<file path="config.mk">
export PLATFORM = sky130hd
export DESIGN_NAME = email_address_syntax_check_unit
export DESIGN_NICKNAME = d
export VERILOG_FILES = /design/src/sv/easc_pkg.sv /design/src/sv/easc_scan.sv /design/src/sv/email_address_syntax_check_unit.sv
export SDC_FILE = /design/constraint.sdc
export NUM_CORES = 1
export LEC_CHECK = 0
export BUFFER_PORTS_ARGS = -buffer_cell sky130_fd_sc_hd__buf_2
export CAP_MARGIN = 20
export CORE_ASPECT_RATIO = 0.9
export CORE_MARGIN = 2
export CORE_UTILIZATION = 59
export DETAILED_ROUTE_END_ITERATION = 16
export PLACE_DENSITY = 0.82
export REMOVE_ABC_BUFFERS = 1
export SLEW_MARGIN = 20
export SYNTH_ARGS = -nofsm -noshare
export SYNTH_HDL_FRONTEND = slang
export SYNTH_SLANG_ARGS = --single-unit
</file>
<file path="constraint.sdc">
create_clock -name clk -period 4.5 [get_ports clk]
set_input_delay 0.675 -clock clk [delete_from_list [all_inputs] [get_ports clk]]
set_output_delay 0.675 -clock clk [all_outputs]
set_load 0.1 [all_outputs]
</file>
<file path="src/sv/easc_pkg.sv">
// Shared types, constants and character classes for the address syntax checker.
`default_nettype none
package easc_pkg;

  localparam int MAX_ADDRESS_LENGTH = 255;
  localparam int CNT_W              = $clog2(MAX_ADDRESS_LENGTH + 1);
  localparam int LOCAL_LIMIT        = 64;
  localparam int LABEL_LIMIT        = 64;
  localparam int MIN_LITERAL_SPAN   = 10;
  localparam int TOP_LABEL_SPAN     = 3;
  localparam int CODE_W             = 16;
  localparam int DEC_W              = 10;
  localparam int ADDR_W             = 3;

  localparam logic [1:0] KIND_ALPHA = 2'b01;
  localparam logic [1:0] KIND_DIGIT = 2'b10;

  localparam logic [CODE_W-1:0] CH_QUOTE   = 16'h0022;
  localparam logic [CODE_W-1:0] CH_BSLASH  = 16'h005C;
  localparam logic [CODE_W-1:0] CH_AT      = 16'h0040;
  localparam logic [CODE_W-1:0] CH_DOT     = 16'h002E;
  localparam logic [CODE_W-1:0] CH_HYPHEN  = 16'h002D;
  localparam logic [CODE_W-1:0] CH_LBRACK  = 16'h005B;
  localparam logic [CODE_W-1:0] CH_RBRACK  = 16'h005D;
  localparam logic [CODE_W-1:0] CH_COLON   = 16'h003A;
  localparam logic [CODE_W-1:0] CH_SIX     = 16'h0036;

  // Configuration register indexes
  localparam logic REG_SINGLE_LABEL = 1'b0;
  localparam logic REG_INTL         = 1'b1;

  typedef enum logic [3:0] {
    PH_START,
    PH_QUOTED,
    PH_QUOTE_END,
    PH_ATOM_START,
    PH_ATOM,
    PH_DOM_START,
    PH_LIT_FIRST,
    PH_LABEL_START,
    PH_LABEL,
    PH_TAG,
    PH_V4,
    PH_V6,
    PH_CLOSE
  } phase_t;

  typedef struct packed {
    logic [CODE_W-1:0] code;
    logic              last;
  } char_word_t;

  typedef struct packed {
    logic single_label;
    logic intl;
  } cfg_t;

  function automatic logic is_digit(input logic [CODE_W-1:0] c);
    return (c >= 16'h0030) && (c <= 16'h0039);
  endfunction

  function automatic logic is_letter(input logic [CODE_W-1:0] c);
    return ((c >= 16'h0041) && (c <= 16'h005A)) || ((c >= 16'h0061) && (c <= 16'h007A));
  endfunction

  function automatic logic is_hex(input logic [CODE_W-1:0] c);
    return is_digit(c) || ((c >= 16'h0041) && (c <= 16'h0046)) ||
           ((c >= 16'h0061) && (c <= 16'h0066));
  endfunction

  function automatic logic is_special(input logic [CODE_W-1:0] c);
    logic r;
    case (c)
      16'h0021, 16'h0023, 16'h0024, 16'h0025, 16'h0026, 16'h0027, 16'h002A,
      16'h002B, 16'h002D, 16'h002F, 16'h003D, 16'h003F, 16'h005E, 16'h005F,
      16'h0060, 16'h007B, 16'h007C, 16'h007D, 16'h007E: r = 1'b1;
      default: r = 1'b0;
    endcase
    return r;
  endfunction

  function automatic logic is_atom(input logic [CODE_W-1:0] c, input logic intl);
    logic r;
    if (c >= 16'h0080) begin
      r = intl;
    end else begin
      r = is_letter(c) || is_digit(c) || is_special(c);
    end
    return r;
  endfunction

  // Class bits of a label character, zero when not allowed
  function automatic logic [1:0] label_class(input logic [CODE_W-1:0] c,
                                             input logic first, input logic intl);
    logic [1:0] r;
    if (c >= 16'h0080) begin
      r = intl ? KIND_ALPHA : 2'b00;
    end else if (is_letter(c) || (!first && (c == CH_HYPHEN))) begin
      r = KIND_ALPHA;
    end else if (is_digit(c)) begin
      r = KIND_DIGIT;
    end else begin
      r = 2'b00;
    end
    return r;
  endfunction

endpackage
`default_nettype wire

</file>
<file path="src/sv/easc_scan.sv">
// Per-character grammar scanner: parse state and the verdict on the last word.
`default_nettype none
module easc_scan (
  input  wire logic               clk,
  input  wire logic               rst,
  input  wire logic               fire,
  input  wire easc_pkg::char_word_t word,
  input  wire easc_pkg::cfg_t     cfg,
  output logic                    ok
);

  localparam int CW = easc_pkg::CNT_W;
  localparam int DW = easc_pkg::DEC_W;

  easc_pkg::phase_t phase, phase_next;
  logic [CW-1:0] char_count, char_count_next;
  logic [6:0]    token_length, token_length_next;
  logic          escape_pending, escape_pending_next;
  logic [1:0]    domain_kind, domain_kind_next;
  logic          domain_dot, domain_dot_next;
  logic [CW-1:0] last_at_position, last_at_position_next;
  logic          at_seen, at_seen_next;
  logic [CW-1:0] last_dot_position, last_dot_position_next;
  logic          dot_seen, dot_seen_next;
  logic          prev_hyphen, prev_hyphen_next;
  logic [2:0]    colon_total, colon_total_next;
  logic          compact_seen, compact_seen_next;
  logic [1:0]    colon_run, colon_run_next;
  logic [2:0]    hex_digit_count, hex_digit_count_next;
  logic [DW-1:0] decimal_value, decimal_value_next;
  logic          run_decimal, run_decimal_next;
  logic [1:0]    ipv4_group_count, ipv4_group_count_next;
  logic [CW-1:0] bracket_position, bracket_position_next;
  logic          failed, failed_next;

  logic [easc_pkg::CODE_W-1:0] c;
  logic          stored;
  logic [DW-1:0] dec_step;
  logic [1:0]    cls_first, cls_more;
  logic          v6_ok, v4_handoff_ok, top_ok, end_ok;

  assign c         = word.code;
  assign stored    = char_count < CW'(easc_pkg::MAX_ADDRESS_LENGTH);
  assign dec_step  = DW'({decimal_value, 3'b000}) + DW'({decimal_value, 1'b0}) +
                     DW'(c[3:0]);
  assign cls_first = easc_pkg::label_class(c, 1'b1, cfg.intl);
  assign cls_more  = easc_pkg::label_class(c, 1'b0, cfg.intl);
  assign v6_ok     = (colon_total >= 3'd2) &&
                     (compact_seen ? (colon_total < 3'd7) : (colon_total == 3'd7));
  assign v4_handoff_ok = (hex_digit_count != 3'd0) && (colon_total > 3'd2) &&
                         run_decimal && (hex_digit_count <= 3'd3) &&
                         (decimal_value <= DW'(255)) &&
                         (compact_seen ? (colon_total < 3'd6) : (colon_total == 3'd6));

  always_comb begin
    phase_next             = phase;
    char_count_next        = stored ? char_count + CW'(1) : char_count;
    token_length_next      = token_length;
    escape_pending_next    = escape_pending;
    domain_kind_next       = domain_kind;
    domain_dot_next        = domain_dot;
    last_at_position_next  = last_at_position;
    at_seen_next           = at_seen;
    last_dot_position_next = last_dot_position;
    dot_seen_next          = dot_seen;
    prev_hyphen_next       = prev_hyphen;
    colon_total_next       = colon_total;
    compact_seen_next      = compact_seen;
    colon_run_next         = colon_run;
    hex_digit_count_next   = hex_digit_count;
    decimal_value_next     = decimal_value;
    run_decimal_next       = run_decimal;
    ipv4_group_count_next  = ipv4_group_count;
    bracket_position_next  = bracket_position;
    failed_next            = failed;

    if (stored && (c == easc_pkg::CH_AT)) begin
      last_at_position_next = char_count;
      at_seen_next          = 1'b1;
    end
    if (stored && (c == easc_pkg::CH_DOT)) begin
      last_dot_position_next = char_count;
      dot_seen_next          = 1'b1;
    end

    case (phase)
      easc_pkg::PH_START: begin
        if (c == easc_pkg::CH_QUOTE) begin
          phase_next          = easc_pkg::PH_QUOTED;
          escape_pending_next = 1'b0;
        end else if (easc_pkg::is_atom(c, cfg.intl)) begin
          phase_next = easc_pkg::PH_ATOM;
        end else begin
          failed_next = 1'b1;
        end
      end
      easc_pkg::PH_QUOTED: begin
        if ((c >= 16'h0080) && !cfg.intl) begin
          failed_next = 1'b1;
        end else if (c == easc_pkg::CH_BSLASH) begin
          escape_pending_next = !escape_pending;
        end else if (!escape_pending && (c == easc_pkg::CH_QUOTE)) begin
          phase_next = easc_pkg::PH_QUOTE_END;
        end else begin
          escape_pending_next = 1'b0;
        end
      end
      easc_pkg::PH_QUOTE_END: begin
        if ((c == easc_pkg::CH_AT) && (char_count <= CW'(easc_pkg::LOCAL_LIMIT))) begin
          phase_next = easc_pkg::PH_DOM_START;
        end else begin
          failed_next = 1'b1;
        end
      end
      easc_pkg::PH_ATOM_START: begin
        if (easc_pkg::is_atom(c, cfg.intl)) begin
          phase_next = easc_pkg::PH_ATOM;
        end else begin
          failed_next = 1'b1;
        end
      end
      easc_pkg::PH_ATOM: begin
        if (easc_pkg::is_atom(c, cfg.intl)) begin
          phase_next = easc_pkg::PH_ATOM;
        end else if (c == easc_pkg::CH_DOT) begin
          phase_next = easc_pkg::PH_ATOM_START;
        end else if ((c == easc_pkg::CH_AT) &&
                     (char_count <= CW'(easc_pkg::LOCAL_LIMIT))) begin
          phase_next = easc_pkg::PH_DOM_START;
        end else begin
          failed_next = 1'b1;
        end
      end
      easc_pkg::PH_DOM_START, easc_pkg::PH_LABEL_START: begin
        if ((phase == easc_pkg::PH_DOM_START) && (c == easc_pkg::CH_LBRACK)) begin
          phase_next            = easc_pkg::PH_LIT_FIRST;
          bracket_position_next = char_count;
        end else if (cls_first != 2'b00) begin
          phase_next        = easc_pkg::PH_LABEL;
          token_length_next = 7'd1;
          prev_hyphen_next  = 1'b0;
          domain_kind_next  = domain_kind | cls_first;
        end else begin
          failed_next = 1'b1;
        end
      end
      easc_pkg::PH_LABEL: begin
        if (cls_more != 2'b00) begin
          token_length_next = token_length + 7'd1;
          prev_hyphen_next  = (c == easc_pkg::CH_HYPHEN);
          domain_kind_next  = domain_kind | cls_more;
          if (token_length == 7'(easc_pkg::LABEL_LIMIT - 1)) begin
            failed_next = 1'b1;
          end
        end else if ((c == easc_pkg::CH_DOT) && !prev_hyphen) begin
          phase_next      = easc_pkg::PH_LABEL_START;
          domain_dot_next = 1'b1;
        end else begin
          failed_next = 1'b1;
        end
      end
      easc_pkg::PH_LIT_FIRST: begin
        hex_digit_count_next  = 3'd0;
        decimal_value_next    = '0;
        ipv4_group_count_next = 2'd0;
        if ((c == 16'h0069) || (c == 16'h0049)) begin
          phase_next        = easc_pkg::PH_TAG;
          token_length_next = 7'd1;
        end else if (easc_pkg::is_digit(c)) begin
          phase_next           = easc_pkg::PH_V4;
          hex_digit_count_next = 3'd1;
          decimal_value_next   = DW'(c[3:0]);
        end else begin
          failed_next = 1'b1;
        end
      end
      easc_pkg::PH_TAG: begin
        token_length_next = token_length + 7'd1;
        case (token_length[2:0])
          3'd1: failed_next = failed | !((c == 16'h0070) || (c == 16'h0050));
          3'd2: failed_next = failed | !((c == 16'h0076) || (c == 16'h0056));
          3'd3: failed_next = failed | (c != easc_pkg::CH_SIX);
          3'd4: begin
            failed_next          = failed | (c != easc_pkg::CH_COLON);
            phase_next           = easc_pkg::PH_V6;
            colon_total_next     = 3'd0;
            compact_seen_next    = 1'b0;
            colon_run_next       = 2'd0;
            hex_digit_count_next = 3'd0;
            decimal_value_next   = '0;
            run_decimal_next     = 1'b1;
          end
          default: failed_next = 1'b1;
        endcase
      end
      easc_pkg::PH_V4: begin
        if (easc_pkg::is_digit(c)) begin
          if (hex_digit_count == 3'd3) begin
            failed_next = 1'b1;
          end else begin
            hex_digit_count_next = hex_digit_count + 3'd1;
            decimal_value_next   = dec_step;
          end
        end else if ((c == easc_pkg::CH_DOT) && (hex_digit_count != 3'd0) &&
                     (decimal_value <= DW'(255)) && (ipv4_group_count != 2'd3)) begin
          ipv4_group_count_next = ipv4_group_count + 2'd1;
          hex_digit_count_next  = 3'd0;
          decimal_value_next    = '0;
        end else if ((c == easc_pkg::CH_RBRACK) && (hex_digit_count != 3'd0) &&
                     (decimal_value <= DW'(255)) && (ipv4_group_count == 2'd3)) begin
          phase_next = easc_pkg::PH_CLOSE;
        end else begin
          failed_next = 1'b1;
        end
      end
      easc_pkg::PH_V6: begin
        if (easc_pkg::is_hex(c)) begin
          colon_run_next = 2'd0;
          if (hex_digit_count == 3'd4) begin
            failed_next = 1'b1;
          end else begin
            hex_digit_count_next = hex_digit_count + 3'd1;
            if (!easc_pkg::is_digit(c)) begin
              run_decimal_next = 1'b0;
            end else if (hex_digit_count < 3'd3) begin
              decimal_value_next = dec_step;
            end
          end
        end else if (c == easc_pkg::CH_COLON) begin
          hex_digit_count_next = 3'd0;
          decimal_value_next   = '0;
          run_decimal_next     = 1'b1;
          colon_total_next     = colon_total + 3'd1;
          colon_run_next       = colon_run + 2'd1;
          if ((colon_total == 3'd7) || (colon_run == 2'd2) ||
              ((colon_run == 2'd1) && compact_seen)) begin
            failed_next = 1'b1;
          end
          if (colon_run == 2'd1) begin
            compact_seen_next = 1'b1;
          end
        end else if ((c == easc_pkg::CH_DOT) && v4_handoff_ok) begin
          // hex run was really the first decimal group of an embedded quad
          phase_next            = easc_pkg::PH_V4;
          ipv4_group_count_next = 2'd1;
          hex_digit_count_next  = 3'd0;
          decimal_value_next    = '0;
        end else if ((c == easc_pkg::CH_RBRACK) && v6_ok) begin
          phase_next = easc_pkg::PH_CLOSE;
        end else begin
          failed_next = 1'b1;
        end
      end
      easc_pkg::PH_CLOSE: failed_next = 1'b1;
      default: failed_next = 1'b1;
    endcase
  end

  assign top_ok = at_seen_next && dot_seen_next &&
                  (last_dot_position_next > last_at_position_next) &&
                  ({1'b0, char_count_next} >=
                   {1'b0, last_dot_position_next} + (CW+1)'(easc_pkg::TOP_LABEL_SPAN));

  always_comb begin
    case (phase_next)
      easc_pkg::PH_LABEL: end_ok = !prev_hyphen_next &&
                                   (domain_dot_next || cfg.single_label) &&
                                   (domain_kind_next != easc_pkg::KIND_DIGIT);
      easc_pkg::PH_CLOSE: end_ok = {1'b0, char_count_next} >=
                                   {1'b0, bracket_position_next} +
                                   (CW+1)'(easc_pkg::MIN_LITERAL_SPAN);
      default:            end_ok = 1'b0;
    endcase
  end

  assign ok = !failed_next && end_ok && top_ok &&
              (char_count_next < CW'(easc_pkg::MAX_ADDRESS_LENGTH));

  always_ff @(posedge clk) begin
    if (rst || (fire && word.last)) begin
      phase            <= easc_pkg::PH_START;
      char_count       <= '0;
      token_length     <= '0;
      escape_pending   <= 1'b0;
      domain_kind      <= 2'b00;
      domain_dot       <= 1'b0;
      last_at_position <= '0;
      at_seen          <= 1'b0;
      last_dot_position <= '0;
      dot_seen         <= 1'b0;
      prev_hyphen      <= 1'b0;
      colon_total      <= '0;
      compact_seen     <= 1'b0;
      colon_run        <= '0;
      hex_digit_count  <= '0;
      decimal_value    <= '0;
      run_decimal      <= 1'b1;
      ipv4_group_count <= '0;
      bracket_position <= '0;
      failed           <= 1'b0;
    end else if (fire) begin
      phase            <= phase_next;
      char_count       <= char_count_next;
      token_length     <= token_length_next;
      escape_pending   <= escape_pending_next;
      domain_kind      <= domain_kind_next;
      domain_dot       <= domain_dot_next;
      last_at_position <= last_at_position_next;
      at_seen          <= at_seen_next;
      last_dot_position <= last_dot_position_next;
      dot_seen         <= dot_seen_next;
      prev_hyphen      <= prev_hyphen_next;
      colon_total      <= colon_total_next;
      compact_seen     <= compact_seen_next;
      colon_run        <= colon_run_next;
      hex_digit_count  <= hex_digit_count_next;
      decimal_value    <= decimal_value_next;
      run_decimal      <= run_decimal_next;
      ipv4_group_count <= ipv4_group_count_next;
      bracket_position <= bracket_position_next;
      failed           <= failed_next;
    end
  end

endmodule
`default_nettype wire

</file>
<file path="src/sv/email_address_syntax_check_unit.sv">
// Top level of the address syntax checker: stream ports, config registers, word stages.
`default_nettype none
// Channel   | Dir | Payload                                  | Handshake
// s_axis    | in  | tdata[15:0] char_code, tlast is_last     | tvalid/tready
// m_axis    | out | tdata[0] address_ok, [7:1] zero          | tvalid/tready
// apb       | in  | reg 0 single label @0x0, reg 1 intl @0x4 | psel/penable, pready=1
//
// One character a cycle sustained while no last word waits on an unread
// result; a last word is taken into the input register, then the scanner
// feeds the result register, which holds the verdict until it is read.
// Reset clears parse state, config and valid flags. The result register parts
// the sides: words keep flowing until a last word meets an unread result.
module email_address_syntax_check_unit (
  input  wire logic                            clk,
  input  wire logic                            rst,
  input  wire logic                            s_axis_tvalid,
  output logic                                 s_axis_tready,
  input  wire logic [easc_pkg::CODE_W-1:0]     s_axis_tdata,   // [15:0] char_code
  input  wire logic                            s_axis_tlast,
  output logic                                 m_axis_tvalid,
  input  wire logic                            m_axis_tready,
  output logic [7:0]                           m_axis_tdata,   // [0] address_ok, [7:1] zero
  input  wire logic                            psel,
  input  wire logic                            penable,
  input  wire logic                            pwrite,
  input  wire logic [easc_pkg::ADDR_W-1:0]     paddr,
  input  wire logic [31:0]                     pwdata,
  output logic [31:0]                          prdata,
  output logic                                 pready
);

  easc_pkg::cfg_t       cfg;
  easc_pkg::char_word_t in_word;
  logic                 in_valid;
  logic                 advance;
  logic                 scan_ok;
  logic                 out_valid;
  logic                 out_ok;
  logic                 cfg_write;

  // Configuration: decode on the word index bit only
  assign pready    = 1'b1;
  assign cfg_write = psel && penable && pwrite;

  always_ff @(posedge clk) begin
    if (rst) begin
      cfg <= '0;
    end else if (cfg_write) begin
      case (paddr[2])
        easc_pkg::REG_SINGLE_LABEL: cfg.single_label <= pwdata[0];
        easc_pkg::REG_INTL:         cfg.intl         <= pwdata[0];
        default: ;
      endcase
    end
  end

  always_comb begin
    case (paddr[2])
      easc_pkg::REG_SINGLE_LABEL: prdata = {31'b0, cfg.single_label};
      easc_pkg::REG_INTL:         prdata = {31'b0, cfg.intl};
      default:                    prdata = '0;
    endcase
  end

  // Advance the held word unless it is a last word facing an unread result
  assign advance       = in_valid && (!in_word.last || !out_valid || m_axis_tready);
  assign s_axis_tready = !in_valid || advance;

  always_ff @(posedge clk) begin
    if (rst) begin
      in_valid <= 1'b0;
    end else if (s_axis_tready) begin
      in_valid <= s_axis_tvalid;
    end
  end

  always_ff @(posedge clk) begin
    if (s_axis_tready && s_axis_tvalid) begin
      in_word.code <= s_axis_tdata;
      in_word.last <= s_axis_tlast;
    end
  end

  easc_scan u_scan (
    .clk  (clk),
    .rst  (rst),
    .fire (advance),
    .word (in_word),
    .cfg  (cfg),
    .ok   (scan_ok)
  );

  // Result register: load on a last word, drop once taken
  always_ff @(posedge clk) begin
    if (rst) begin
      out_valid <= 1'b0;
    end else if (advance && in_word.last) begin
      out_valid <= 1'b1;
    end else if (m_axis_tready) begin
      out_valid <= 1'b0;
    end
  end

  always_ff @(posedge clk) begin
    if (advance && in_word.last) begin
      out_ok <= scan_ok;
    end
  end

  assign m_axis_tvalid = out_valid;
  assign m_axis_tdata  = {7'b0, out_ok};

endmodule
`default_nettype wire
</file>
==> results.py <==
metrics = {
    "sta": {
        "max_slew_margin_pct": 38.6,
        "setup_viol": 0,
        "fin_worst_skew_ns": 0.00931,
        "fmax_ghz": 0.237,
        "rsz0062_at_grt": "false",
        "final_hold_viol_count": 0,
        "fin_crit_ns": 4.22,
        "drv_slew": 0,
        "final.setup.worst_slack_ns": 0.281,
        "tns_ns": 0,
        "post-route-period-util_pct": 93.8,
        "worst_pin_slew_ns": 0.921,
    },
    "synthesis": {
        "synth.most_common_cell": "nor2_1",
        "syn_inst": 922,
        "netlist_area_sq_um": 7490,
        "async_flop_share_pct": 0,
        "synth.top_cells.by_area": "dfxtp_1, ha_1, edfxtp_1",
        "netlist.area_leader.share_pct": 20.6,
        "avgSynthCellArea_sq_um": 8.13,
        "yosysWarnings": 0,
        "seq_area_frac_synth_pct": 27.8,
        "synth-edff-count": 18,
        "synthFlopType": "dfxtp_1",
        "yosysTopAreaCell": "dfxtp_1",
        "ys_seq_elements": 95,
        "synth_common_cells": "nor2_1, dfxtp_1, nand2_1, a21oi_1, ha_1",
        "ys_types": 85,
    },
    "cells_and_area": {
        "area_delta_synth_final_pct": 7.70,
        "antennaDiodeCount": 0,
        "stdcell_area_sq_um": 8070,
        "drive_above_1_share_pct": 11.8,
        "nNetsFinal": 1058,
    },
    "placed_design": {
        "globalplace.congestion": 1.02,
        "place_area_sq_um": 7720,
        "io_buffers": 29,
        "dpl_worst_slack_ns": 0.365,
        "place_hpwl_mm": 14.3,
    },
    "floorplanning": {
        "boundaryPins": 102,
        "core-area_sq_um": 12500,
        "die-area_sq_um": 13600,
        "die_h_microns": 111,
        "die_w_microns": 123,
        "placementRows": 39,
        "start_util_pct": 59.7,
    },
    "grt": {
        "grt_use_met2_pct": 43.8,
        "overflow": 0,
        "use_met1_pct": 40.8,
        "use_met3_pct": 7.82,
        "grt_pass1_wl_mm": 31.9,
        "antenna_found_initial": 0,
        "grt_max_degree": 46,
        "gr-max-usage-layer": "met2",
        "grt_usage_pct": 29.3,
        "grt_pass1_vias": 6417,
    },
    "worst_setup_path": {
        "r2r_setup_slack_ns": 0.28,
        "r2r_start": "in_word[7]",
        "path_class": "reg2reg",
        "required_ns": 4.67,
        "worstSetupStartpointType": "flop",
        "cp.arrival_ns": 4.39,
        "critPathLaunch": "in_word[7]",
        "worst_setup_path_end_kind": "flop",
        "crit_fanout": 4,
    },
    "routing": {
        "drtAntennaViolNets": 0,
        "vias": 6948,
        "wl_per_cell_microns": 17.6,
        "viasPerCell": 6.25,
        "routed_wl_mm": 19.5,
        "drtIter0Drc": 820,
        "drc": 0,
        "dr.pass1.iters": 6,
    },
    "status": {
        "outcome": "complete, no violations",
    },
    "clock_tree": {
        "cts_buffers": 9,
        "cts_setup_buffers": 0,
        "clk_path_buf_depth": 2,
        "clock-sinks": 95,
        "cts.root.buffer_cell": "clkbuf_16",
        "cts_tree": "done",
        "htree_levels": 3,
        "cts_resized": 0,
        "clkSlewWorstSetupHoldPaths_ns": 0.07,
        "cts_hold_buf": 0,
        "clk_latency_ns": 0.36,
    },
    "power_and_ir_drop": {
        "p_leak_nw": 3.14,
        "peakVddDrop_mv": 0.203,
        "p_per_area_nw_per_um2": 268,
    },
    "worst_hold_path": {
        "hold_start": "u_scan.last_at_position[0]",
        "hold_class": "reg2reg",
    },
    "flow_run": {
        "maxCapViolCount": 0,
    },
}
==> where the power goes <==
group / switching (mW) / internal [mW] / total (mW)
Combinational: 0.281 / 0.0810 / 0.362
Clock: 0.357 / 0.544 / 0.901
Sequential: 0.0169 / 0.886 / 0.903
Total: 0.654 / 1.51 / 2.17
==> routing by layer <==
metal  routed length [microns]  vias up
met5                         0        -
met1                      8710     3246
met2                      8680      343
met3                      1750       38
met4                       374        0
li1                          -     3321
==> cells in the final DEF, fill, tap and decap left out, drive strengths merged, types with 4 or more instances in the layout <==
cell type  count
a2111oi        4
a211oi        32
a21o          11
a21oi         64
a22oi          5
a31oi         14
and2           7
and3           7
buf           62
clkbuf         9
conb          39
dfxtp         77
edfxtp        18
ha            55
inv           36
mux2           6
mux2i         35
nand2         66
nand2b        23
nand3         32
nand4         16
nand4b         4
nor2         106
nor2b          9
nor3          20
nor3b          5
nor4          14
nor4bb         4
o211ai         7
o21a           6
o21ai         41
o21bai         4
o22ai         11
o31ai          7
or2            8
or4            4
xnor2         20
xor2           8
==> sequential cells by signal, indices dropped and copies added, names as in the netlist, 4 cells and up <==
signal	flops
u_scan.decimal_value	10
u_scan.token_length	7
u_scan.last_at_position	8
u_scan.phase	4
u_scan.bracket_position	8
u_scan.char_count	8
in_word	17
u_scan.last_dot_position	8
==> layout make-up <==
cell class / instances / area (sq um)
inverter: 35 / 131
tap: 164 / 205
clock inverter: 7 / 119
fill: 1066 / 4470
sequential: 95 / 2080
clock buffer: 9 / 225
multi-input combinational: 739 / 4910
timing repair buffer: 62 / 393
==> metrics by stage <==
| stage | utilization (%) | hold slack (ns) | instances | power, mW |
|---|---|---|---|---|
| after floorplan | - | 0.434 | 869 | 1.20 |
| after global placement | 61.6 | 0.444 | 1095 | 1.27 |
| after detailed placement | 61.6 | 0.447 | 1095 | 1.28 |
| after CTS | 64.3 | 0.457 | 1111 | 2.17 |
| after global routing | 64.3 | 0.473 | 1111 | 2.24 |
| final | 64.3 | 0.455 | 1111 | 2.17 |
==> critical path: stages (launching register included) <==
cell	delay [ns]
edfxtp_1	0.39
nor4bb_1	0.47
nand4_1	0.36
nor2_2	0.33
mux2i_1	0.19
ha_1	0.28
a211o_1	0.33
xnor2_1	0.15
ha_1	0.30
o21ai_0	0.08
nand2b_1	0.08
o21ai_0	0.08
nor2_1	0.09
o211ai_1	0.10
or4_1	0.54
nor4_2	0.27
==> kinds of logic (layout without fill, tap and decap cells) <==
logic type               count (synthesis)  after routing  synth area share, %
AO/OA/AOI/OAI                          235            235                 21.1
buffers and inverters                  125            113                 8.48
AND/OR/NAND/NOR                        339            339                 23.9
XOR/XNOR                                28             28                 3.27
adder cells (fa/ha/maj)                 57             57                 9.72
flip-flops                              95             95                 27.8
other                                    2             39                0.100
multiplexers                            41             41                 5.63
==> final timing paths <==
check	endpoint	depth (start not counted)
worst max-delay path	out_ok	15
worst min-delay path	u_scan.last_at_position[0]	2
worst max register to register	out_ok	15
worst min register to register	u_scan.last_at_position[0]	2
(Power assumes the default switching activity.)
